**src/design/bwi_queue.sv**
```systemverilog
// Two-entry command queue between the front end and the back end.
// Depends on nothing but its width parameter.
module bwi_queue #(
    parameter int W = 8
) (
    input  logic         aclk,
    input  logic         aresetn,
    input  logic         push,
    input  logic [W-1:0] push_data,
    output logic         full,
    input  logic         pop,
    output logic [W-1:0] pop_data,
    output logic         avail
);
    logic [W-1:0] mem_reg [2];
    logic         wr_ptr_reg, wr_ptr_next;
    logic         rd_ptr_reg, rd_ptr_next;
    logic [1:0]   count_reg, count_next;

    assign full     = count_reg == 2'd2;
    assign avail    = count_reg != 2'd0;
    assign pop_data = mem_reg[rd_ptr_reg];

    always_comb begin
        wr_ptr_next = wr_ptr_reg;
        rd_ptr_next = rd_ptr_reg;
        count_next  = count_reg;
        if (push && !full) begin
            wr_ptr_next = !wr_ptr_reg;
        end
        if (pop && avail) begin
            rd_ptr_next = !rd_ptr_reg;
        end
        if ((push && !full) && !(pop && avail)) begin
            count_next = count_reg + 2'd1;
        end else if (!(push && !full) && (pop && avail)) begin
            count_next = count_reg - 2'd1;
        end
    end

    always_ff @(posedge aclk) begin
        if (!aresetn) begin
            wr_ptr_reg <= 1'b0;
            rd_ptr_reg <= 1'b0;
            count_reg  <= 2'd0;
        end else begin
            wr_ptr_reg <= wr_ptr_next;
            rd_ptr_reg <= rd_ptr_next;
            count_reg  <= count_next;
        end
    end

    always_ff @(posedge aclk) begin
        if (push && !full) begin
            mem_reg[wr_ptr_reg] <= push_data;
        end
    end

endmodule

```
**config.mk**
```make
export PLATFORM = sky130hd
export DESIGN_NAME = bwi_queue
export DESIGN_NICKNAME = d
export VERILOG_FILES = /design/src/design/bwi_queue.sv
export SDC_FILE = /design/constraint.sdc
export NUM_CORES = 1
export LEC_CHECK = 0
export BUFFER_PORTS_ARGS = -buffer_cell sky130_fd_sc_hd__buf_4
export CAP_MARGIN = 20
export CORE_UTILIZATION = 49
export DETAILED_ROUTE_END_ITERATION = 10
export PLACE_DENSITY = 0.75
export SYNTH_ARGS = -nofsm -noshare
export SYNTH_HDL_FRONTEND = slang
export SYNTH_SLANG_ARGS = --single-unit
```
**constraint.sdc**
```tcl
create_clock -name aclk -period 2.09 [get_ports aclk]
set_clock_uncertainty 0.2 [all_clocks]
set_input_delay 0.209 -clock aclk [delete_from_list [all_inputs] [get_ports aclk]]
set_output_delay 0.209 -clock aclk [all_outputs]
set_load 0.005 [all_outputs]
```
# [Yosys cells after proc, flatten, opt, wreduce, memory -nomap -nowiden]
# Memories as Yosys holds them, arrays and structs flattened. A register that Yosys moved wholly into a read port is not among the register bits.
# Index checks and enable logic that the tools add are counted.
[classes] reduce_logical=11 mux=6 n_eq_ne=1 n_addsub=2
[op_table] cell="$logic_not A1 Y1" count=5
[op_table] cell="$logic_and A1 B1 Y1" count=4
[op_table] cell="$mux W1" count=4
[op_table] cell="$mux W2" count=2
[op_table] cell="$reduce_bool A2 Y1" count=2
[op_table] cell="$add A2 B1 Y2 const B" count=1
[op_table] cell="$eq A2 B2 Y1 const B" count=1
[op_table] cell="$sub A2 B1 Y2 const B" count=1
[word_totals] inputBits=12 wordCells=24 n_memories=1 ram_bits=16 out_inout_bits=10 regBits=4
[mem_list] memory="mem_reg" words=2 width=8 read_ports=1 rd_clocked_by_memory_dff=1 wr=1 line="15" text="logic [W-1:0] mem_reg [2];"

# [Depth between registers and ports, before layout]
# Gate-level depths: netlist of run 1.
[logic_depth] ltp_word=7 mapped_depth=7 mapped_depth_nobuf=7

# [Least setup slack after synthesis of run 1]
# Ideal clock, no wire load.
[synth_path] kind="reg2reg" from="register count_reg[0]" to="register count_reg[1]" arrival_ps=1418 path_buffers=0 path_slack_ps=403 required_ps=1820 stages_incl_launch_ff=7 setup_time_ps=70 period_less_slack_ps=1687 path_cell_list="dfxtp_1 nand2b_1 inv_1 nor2_1 ha_1 or3_1 a21oi_1"
[synth_between] elab_chain_cells=6 word_cells_on_any_way=14 cone_classes="2 x add/sub; 1 x eq/ne; 2 x mux; 9 x reduce/logical"
[synth_rtl] item="from (decl)" line="18" text="logic [1:0] count_reg, count_next;"
[synth_rtl] item="from (signal assigned)" line="49" text="count_reg <= count_next;"
[synth_rtl] item="$eq A2 B2 Y1 (*)" line="20" text="assign full = count_reg == 2'd2;"
[synth_rtl] item="net full" line="10" text="output logic full,"
[synth_rtl] item="$logic_not A1 Y1 (*)" line="34, 36"
[synth_rtl] item="$logic_and A1 B1 Y1 (*)" line="34, 36"
[synth_rtl] item="$logic_not A1 Y1" line="36" text="end else if (!(push && !full) && (pop && avail)) begin"
[synth_rtl] item="$logic_and A1 B1 Y1" line="36"
[synth_rtl] item="$reduce_bool A2 Y1 (no source line)"
# The timed path passes the listed nets; every way through them passes the cells marked *. The select of a mux whose other input is x is not followed.
# A chain may end at the register's enable or synchronous reset.

# [Worst setup path in the final report of run 1]
[layout_path] from="register count_reg[0]" to="register count_reg[1]"
[layout_between] elab_chain_cells=6 word_cells_on_any_way=14 cone_classes="2 x add/sub; 1 x eq/ne; 2 x mux; 9 x reduce/logical"
[layout_rtl] item="$eq A2 B2 Y1" line="20"
[layout_rtl] item="$logic_not A1 Y1" line="34, 36"
[layout_rtl] item="$logic_and A1 B1 Y1" line="34, 36"
[layout_rtl] item="$logic_not A1 Y1" line="36"
[layout_rtl] item="$logic_and A1 B1 Y1" line="36"
[layout_rtl] item="$reduce_bool A2 Y1 (no source line)"
# Several ways; a longest one is shown, not always the timed one. The select of a mux whose other input is x is not followed.

==> impl_results.md, run 1 <==
* Status: completed
* Sequential fraction of the synthesis area at 0.720
* Placement-stage cell area at 986 um2
* # diodes at 0
* Post-Syn Nets at 64
* DRC viols at 0
* Min-Delay Path Class: in2reg
* Routed len/inst at 12.3 um
* Most frequent cells after synthesis: 16 x edfxtp_1, 8 x mux2_2, 5 x dfxtp_1
* Initial antenna violation count at 0
* CP Buf/Inv Count at 1
* Main combinational cell family by area after synthesis: multiplexers
* Placed wire-length estimate at 839 um
* Routed WL at 1.25 mm
* TritonCTS Buffers at 3
* Final slew viol count at 0
* Root Driver: clkbuf_4
* Synth unique cells at 17
* Share of cells above drive strength 1 at 0.412
* Clock Sinks at 21
* Layout Nets at 99
* Compound-gate portion of the synthesized area at 0.0373
* Deepest clock path buffer count at 2
* Post-Syn Instances at 51
* Crit path max fanout at 5
* Yosys warns at 0
* Vias in the first global route at 494
* Die Y at 42.6 um
* Post-route cell area at 1100 um2
* Simple-gate area share of the yosys netlist at 0.0621
* Core Region at 1520 um2
* First-pass GRT wire length at 1.95 mm
* Final cell count without fillers at 101
* Area growth, synth to finish at 36.8%
* Largest net degree at the start of global routing at 12
* # port buffers at 21
* Most common cell in the netlist: edfxtp_1
* Startpoint Class: flop
* VDD IR max at 0.637 mV
* Fillers at 126
* # IOs at 22
* DRT Pass-1 Iters at 2
* RePlAce Congestion at 0.646
* Final Hold Fails at 0
* Area share of fa/ha/maj cells after synthesis at 0.0155
* Die Wd at 42.6 um
* #FFs+latches synth at 21
* H-tree depth at 1
* Starting DRT DRC Count at 9
* Std-Cell Rows at 14
* Total gr overflow at 0
* Max reg flops at 16
* Top cells by area, synth: edfxtp_1 60%, dfxtp_1 12%, mux2_2 11%, xor2_1 3.3%, nor2_1 1.9%
* Reg clk slew, reported paths at 0.11 ns
* Skew-Pair Late Insertion Delay at 0.29 ns
* Cell family with most CP delay: simple AND/OR/NAND/NOR gates
* Unrepaired setup endpoints after global routing: false
* LEAKAGE at 0.452 nW
* Worst path slowest cell: dfxtp_1
* Setup Viol. Count Final at 0
* Fmax at 555 MHz
* Fraction of registers with async set/reset at 0
* Worst EP arrival at 1.83 ns
* Kind of critical path: reg2reg
* DR vias/cell at 5.05
* Final ANT Viol Nets at 0
* Initial core utilization at 0.529
* Worst Tran Pin Value at 0.406 ns
* Max Cap Viol at 0
* Mux share of post-synthesis cell area at 0.112
* Main synth FF type: edfxtp_1
* # placed instances at 88
* Final period utilization at 0.862
* Via count at 510
* Leading area contributor after synthesis: edfxtp_1
* Data required time at the worst endpoint at 2.12 ns
* CP peak stage delay at 0.41 ns
* CTS tree: yes
* Post-Synth XOR/XNOR Area at 0.0326
* Avg Inst Size Synth at 15.8 um2
* EDFF count, synth at 16
* Core Util, Final at 0.723
* Crit path time final at 1.80 ns
* Cell Area, Synth at 806 um2
* Area fraction of the dominant cell type after synthesis at 0.596
* Die ar. at 1810 um2
* Crit path capture type: flop
* Pwr Total at 1.14 mW
* Slew margin rel. at 0.730
* CP Cell Sequence: nand2b_1 -> inv_1 -> nor2_1 -> ha_1 -> or3_1 -> a21oi_1
* Setup TNS at 0 ns
* Total GRT Usage at 0.152
* PD cells at 1040 nW/um2
[worst register-to-register path: stages (launching register included)]
cell and delay (ns):
dfxtp_1 0.41, nand2b_1 0.17, inv_1 0.08, nor2_1 0.11
ha_1 0.27, or3_1 0.38, a21oi_1 0.14
[cell families (layout without fill, tap and decap cells)]
logic type / Yosys count / in the layout
flops: 21 / 21
mux: 8 / 8
fa+ha+maj: 1 / 1
simple gates: 9 / 9
buf+inv: 4 / 38
xor+xnor: 3 / 3
compound gates: 5 / 5
[power by group]
| group | switching (mW) | internal, mW |
|---|---|---|
| registers | 0.0523 | 0.532 |
| logic | 0.148 | 0.227 |
| clock network | 0.108 | 0.0741 |
| total | 0.309 | 0.833 |
[path summary, 6_finish.rpt]
path / slack [ns] / end / cells after the start / from
worst max-delay path: 0.29 / count_reg[1] / 6 / count_reg[0]
worst min-delay path: 0.07 / wr_ptr_reg / 3 / push
worst max register to register: 0.29 / count_reg[1] / 6 / count_reg[0]
worst min register to register: 0.32 / rd_ptr_reg / 2 / rd_ptr_reg
[metal layers]
layer	up-vias	track usage	wire length [um]
met5	-	0	0
met4	0	0.0750	9
met3	2	0.0345	58
met2	14	0.280	679
met1	242	0.159	497
li1	252	-	-
[timing repair]
action / in CTS / in global routing
gates resized for setup: 0 / 0
buffers inserted: 0 / 0
setup endpoints to repair: 0 / 0
hold buffers: 9 / 0
hold endpoints to repair: 19 / 0
[stage by stage]
step / worst slack [ns] / hold slack [ns]
2_1_floorplan: 0.403 / 0.108
5_1_grt: 0.168 / 0.0632
4_1_cts: 0.268 / 0.0665
6_report: 0.289 / 0.0701
3_3_place_gp: 0.379 / 0.194
3_5_place_dp: 0.297 / 0.197
[layout make-up]
class | instances | area [um2] | share of cell area
flip-flops and latches | 21 | 581 | 0.527
well taps | 16 | 20.0 | 0.0182
clock buffers | 4 | 26.3 | 0.0238
repair buffers | 31 | 255 | 0.232
multi-input cells | 26 | 209 | 0.190
inverters | 3 | 11.3 | 0.0102
[cells in the final DEF, fill, tap and decap left out]
master,instances
a21oi_1,1
buf_4,22
clkbuf_4,3
ha_1,1
or3_1,1
clkbuf_1,1
nand2b_1,1
o21ai_0,2
edfxtp_1,16
xor2_1,3
and3_1,1
a21boi_0,1
inv_1,3
dfxtp_1,5
o21a_1,1
dlygate4sd3_1,9
or2_2,1
nor3_2,1
nor2_1,4
mux2_2,8
No activity file was read; power rests on OpenSTA's default activity.
==> run 2: changes to the inputs <==
CELL_PAD_IN_SITES_DETAIL_PLACEMENT = 0   (was unset)
CELL_PAD_IN_SITES_GLOBAL_PLACEMENT = 1   (was unset)
CORE_ASPECT_RATIO = 1.1   (was unset)
CORE_UTILIZATION = 40   (was 49)
==> run 2 against run 1 <==
First-iteration DRC count grew 22%. Sequential power is essentially flat. Cell count grew 11%. Flip-flop and latch count is the same. Worst hold slack lost 0.0041 ns. Global-route usage shrank 2.1 points. Wire length grew 1.2%. Via count shrank 2.2%. Die area grew 21%. Largest cell class unchanged.
==> impl_results.md, run 2 (same netlist as run 1, synthesis figures left out) <==
* Status: completed
* Final slew viol count at 0 (unchanged)
* Slew margin rel. at 0.743 (+0.0135)
* Total GRT Usage at 0.131 (-0.0205)
* Setup Viol. Count Final at 0 (unchanged)
* Share of cells above drive strength 1 at 0.412 (unchanged)
* Data required time at the worst endpoint at 2.12 ns (about the same)
* DR vias/cell at 4.46 (-12%)
* Final period utilization at 0.850 (-0.0117)
* Vias in the first global route at 520 (+5.3%)
* Comb power frac at 0.327 (-0.002)
* Clock Sinks at 21 (unchanged)
* Initial core utilization at 0.438 (-0.0912)
* Sequential share of power at 0.514 (+0.002)
* Routed WL at 1.26 mm (+1.2%)
* CP endpoint: count_reg[1]
* Clock share of power at 0.159 (about the same)
* Largest net degree at the start of global routing at 12 (unchanged)
* # port buffers at 21 (unchanged)
* Post-CTS setup buffers at 0 (unchanged)
* Worst setup path start: count_reg[0]
* Die Wd at 44.8 um (+5.3%)
* Initial antenna violation count at 0 (unchanged)
* Skew-Pair Late Insertion Delay at 0.29 ns (about the same)
* Core Region at 1840 um2 (+21%)
* R2r worst-path depth at 6 (unchanged)
* Most frequent cells in the layout: 22 x buf_4, 16 x edfxtp_1, 9 x dlygate4sd3_1
* Post-route cell area at 1120 um2 (+1.2%)
* # IOs at 22 (unchanged)
* Area growth, synth to finish at 38.5%
* Crit path time final at 1.78 ns (-0.0244 ns)
* Crit path capture type: flop
* Fmax at 563 MHz (+1.4%)
* DRT Pass-1 Iters at 4 (+2)
* Routed len/inst at 11.3 um (-8.7%)
* Min-Delay Path Class: in2reg
* Reg clk slew, reported paths at 0.11 ns (about the same)
* Kind of critical path: reg2reg
* PD cells at 1020 nW/um2 (-1.5%)
* Crit path max fanout at 5 (unchanged)
* Max reg flops at 16 (unchanged)
* Final Hold Fails at 0 (unchanged)
* Layout Nets at 99 (unchanged)
* Sw Pwr at 0.306 mW (-0.95%)
* Total gr overflow at 0 (unchanged)
* Flop2flop setup slack at 0.31 ns (+0.02 ns)
* Setup TNS at 0 ns (unchanged)
* Die Y at 49.1 um (+15%)
* Max Cap Viol at 0 (unchanged)
* Unrepaired setup endpoints after global routing: false
* CTS Hold Bufs at 9 (unchanged)
* H-tree depth at 1 (unchanged)
* Worst EP arrival at 1.81 ns (-0.02 ns)
* Startpoint Class: flop
* Starting DRT DRC Count at 11 (+2)
* Core Util, Final at 0.606 (-0.117)
* Cts repair resizes at 0 (unchanged)
* Die ar. at 2200 um2 (+21%)
* Placement-stage cell area at 1000 um2 (+1.4%)
* LEAKAGE at 0.452 nW (unchanged)
* Switching power share of the total at 0.268 (-0.00194)
* DRC viols at 0 (unchanged)
* RePlAce Congestion at 0.731 (+13%)
* Std-Cell Rows at 16 (+2)
* Root Driver: clkbuf_4
* First-pass GRT wire length at 2.02 mm (+3.9%)
* Worst Tran Pin Value at 0.385 ns (-0.0203 ns)
* R2r endpoint: count_reg[1]
* Via count at 499 (-2.2%)
* Final ANT Viol Nets at 0 (unchanged)
* Int Power at 0.834 mW (about the same)
* # diodes at 0 (unchanged)
* CTS tree: yes
* Commonest non-fill, non-tap cell in the layout: buf_4
* TritonCTS Buffers at 3 (unchanged)
* Deepest clock path buffer count at 2 (unchanged)
* VDD IR max at 0.555 mV (-13%)
* RR Startpoint: count_reg[0]
-- run 2: cell counts in the layout (fill, tap and decap cells not counted) --
No cell type changed its count.
-- run 2: layer usage --
layer / share of wire / GRT usage
met5: 0 / 0
met4: 0.0048 / 0.0606
met3: 0.051 / 0.0407
met2: 0.51 / 0.228
met1: 0.43 / 0.140
-- run 2: area by class of cell --
cell class              count  area (um2)
clock buffers               4        26.3
fillers                   164         726
flip-flops and latches     21         581
multi-input cells          26         209
inverters                   3        11.3
repair buffers             31         255
well taps                  27        33.8
-- run 2: power groups by stage --
stage	Sequential [mW]	Combinational (mW)	Clock (mW)
2_1_floorplan	0.567	0.227	0
3_3_place_gp	0.594	0.356	0
3_5_place_dp	0.597	0.362	0
4_1_cts	0.588	0.378	0.191
5_1_grt	0.598	0.410	0.211
6_report	0.586	0.373	0.181
-- run 2: worst max-delay path: stages (launching register included) --
cell,delay (ns)
dfxtp_1,0.42
nand2b_1,0.16
inv_1,0.07
nor2_1,0.09
ha_1,0.26
or3_1,0.38
a21oi_1,0.14
-- run 2: worst min-delay path by stage --
| stage | from | endpoint | depth (start not counted) |
|---|---|---|---|
| global placement | push_data[0] | mem_reg[0][0] | 1 |
| detailed placement | push_data[0] | mem_reg[1][0] | 1 |
| finish | push | wr_ptr_reg | 3 |
| global route | push | wr_ptr_reg | 3 |
| floorplan | push_data[0] | mem_reg[0][0] | 0 |
| CTS | push | wr_ptr_reg | 3 |
-- run 2: per-stage QoR --
stage | worst slack (ns) | std cells | power, mW | hold WS (ns)
after floorplan | 0.403 | 51 | 0.794 | 0.108
after global placement | 0.378 | 99 | 0.950 | 0.194
after detailed placement | 0.346 | 99 | 0.959 | 0.196
after CTS | 0.280 | 112 | 1.16 | 0.0587
after global routing | 0.138 | 112 | 1.22 | 0.0446
final | 0.314 | 112 | 1.14 | 0.0660
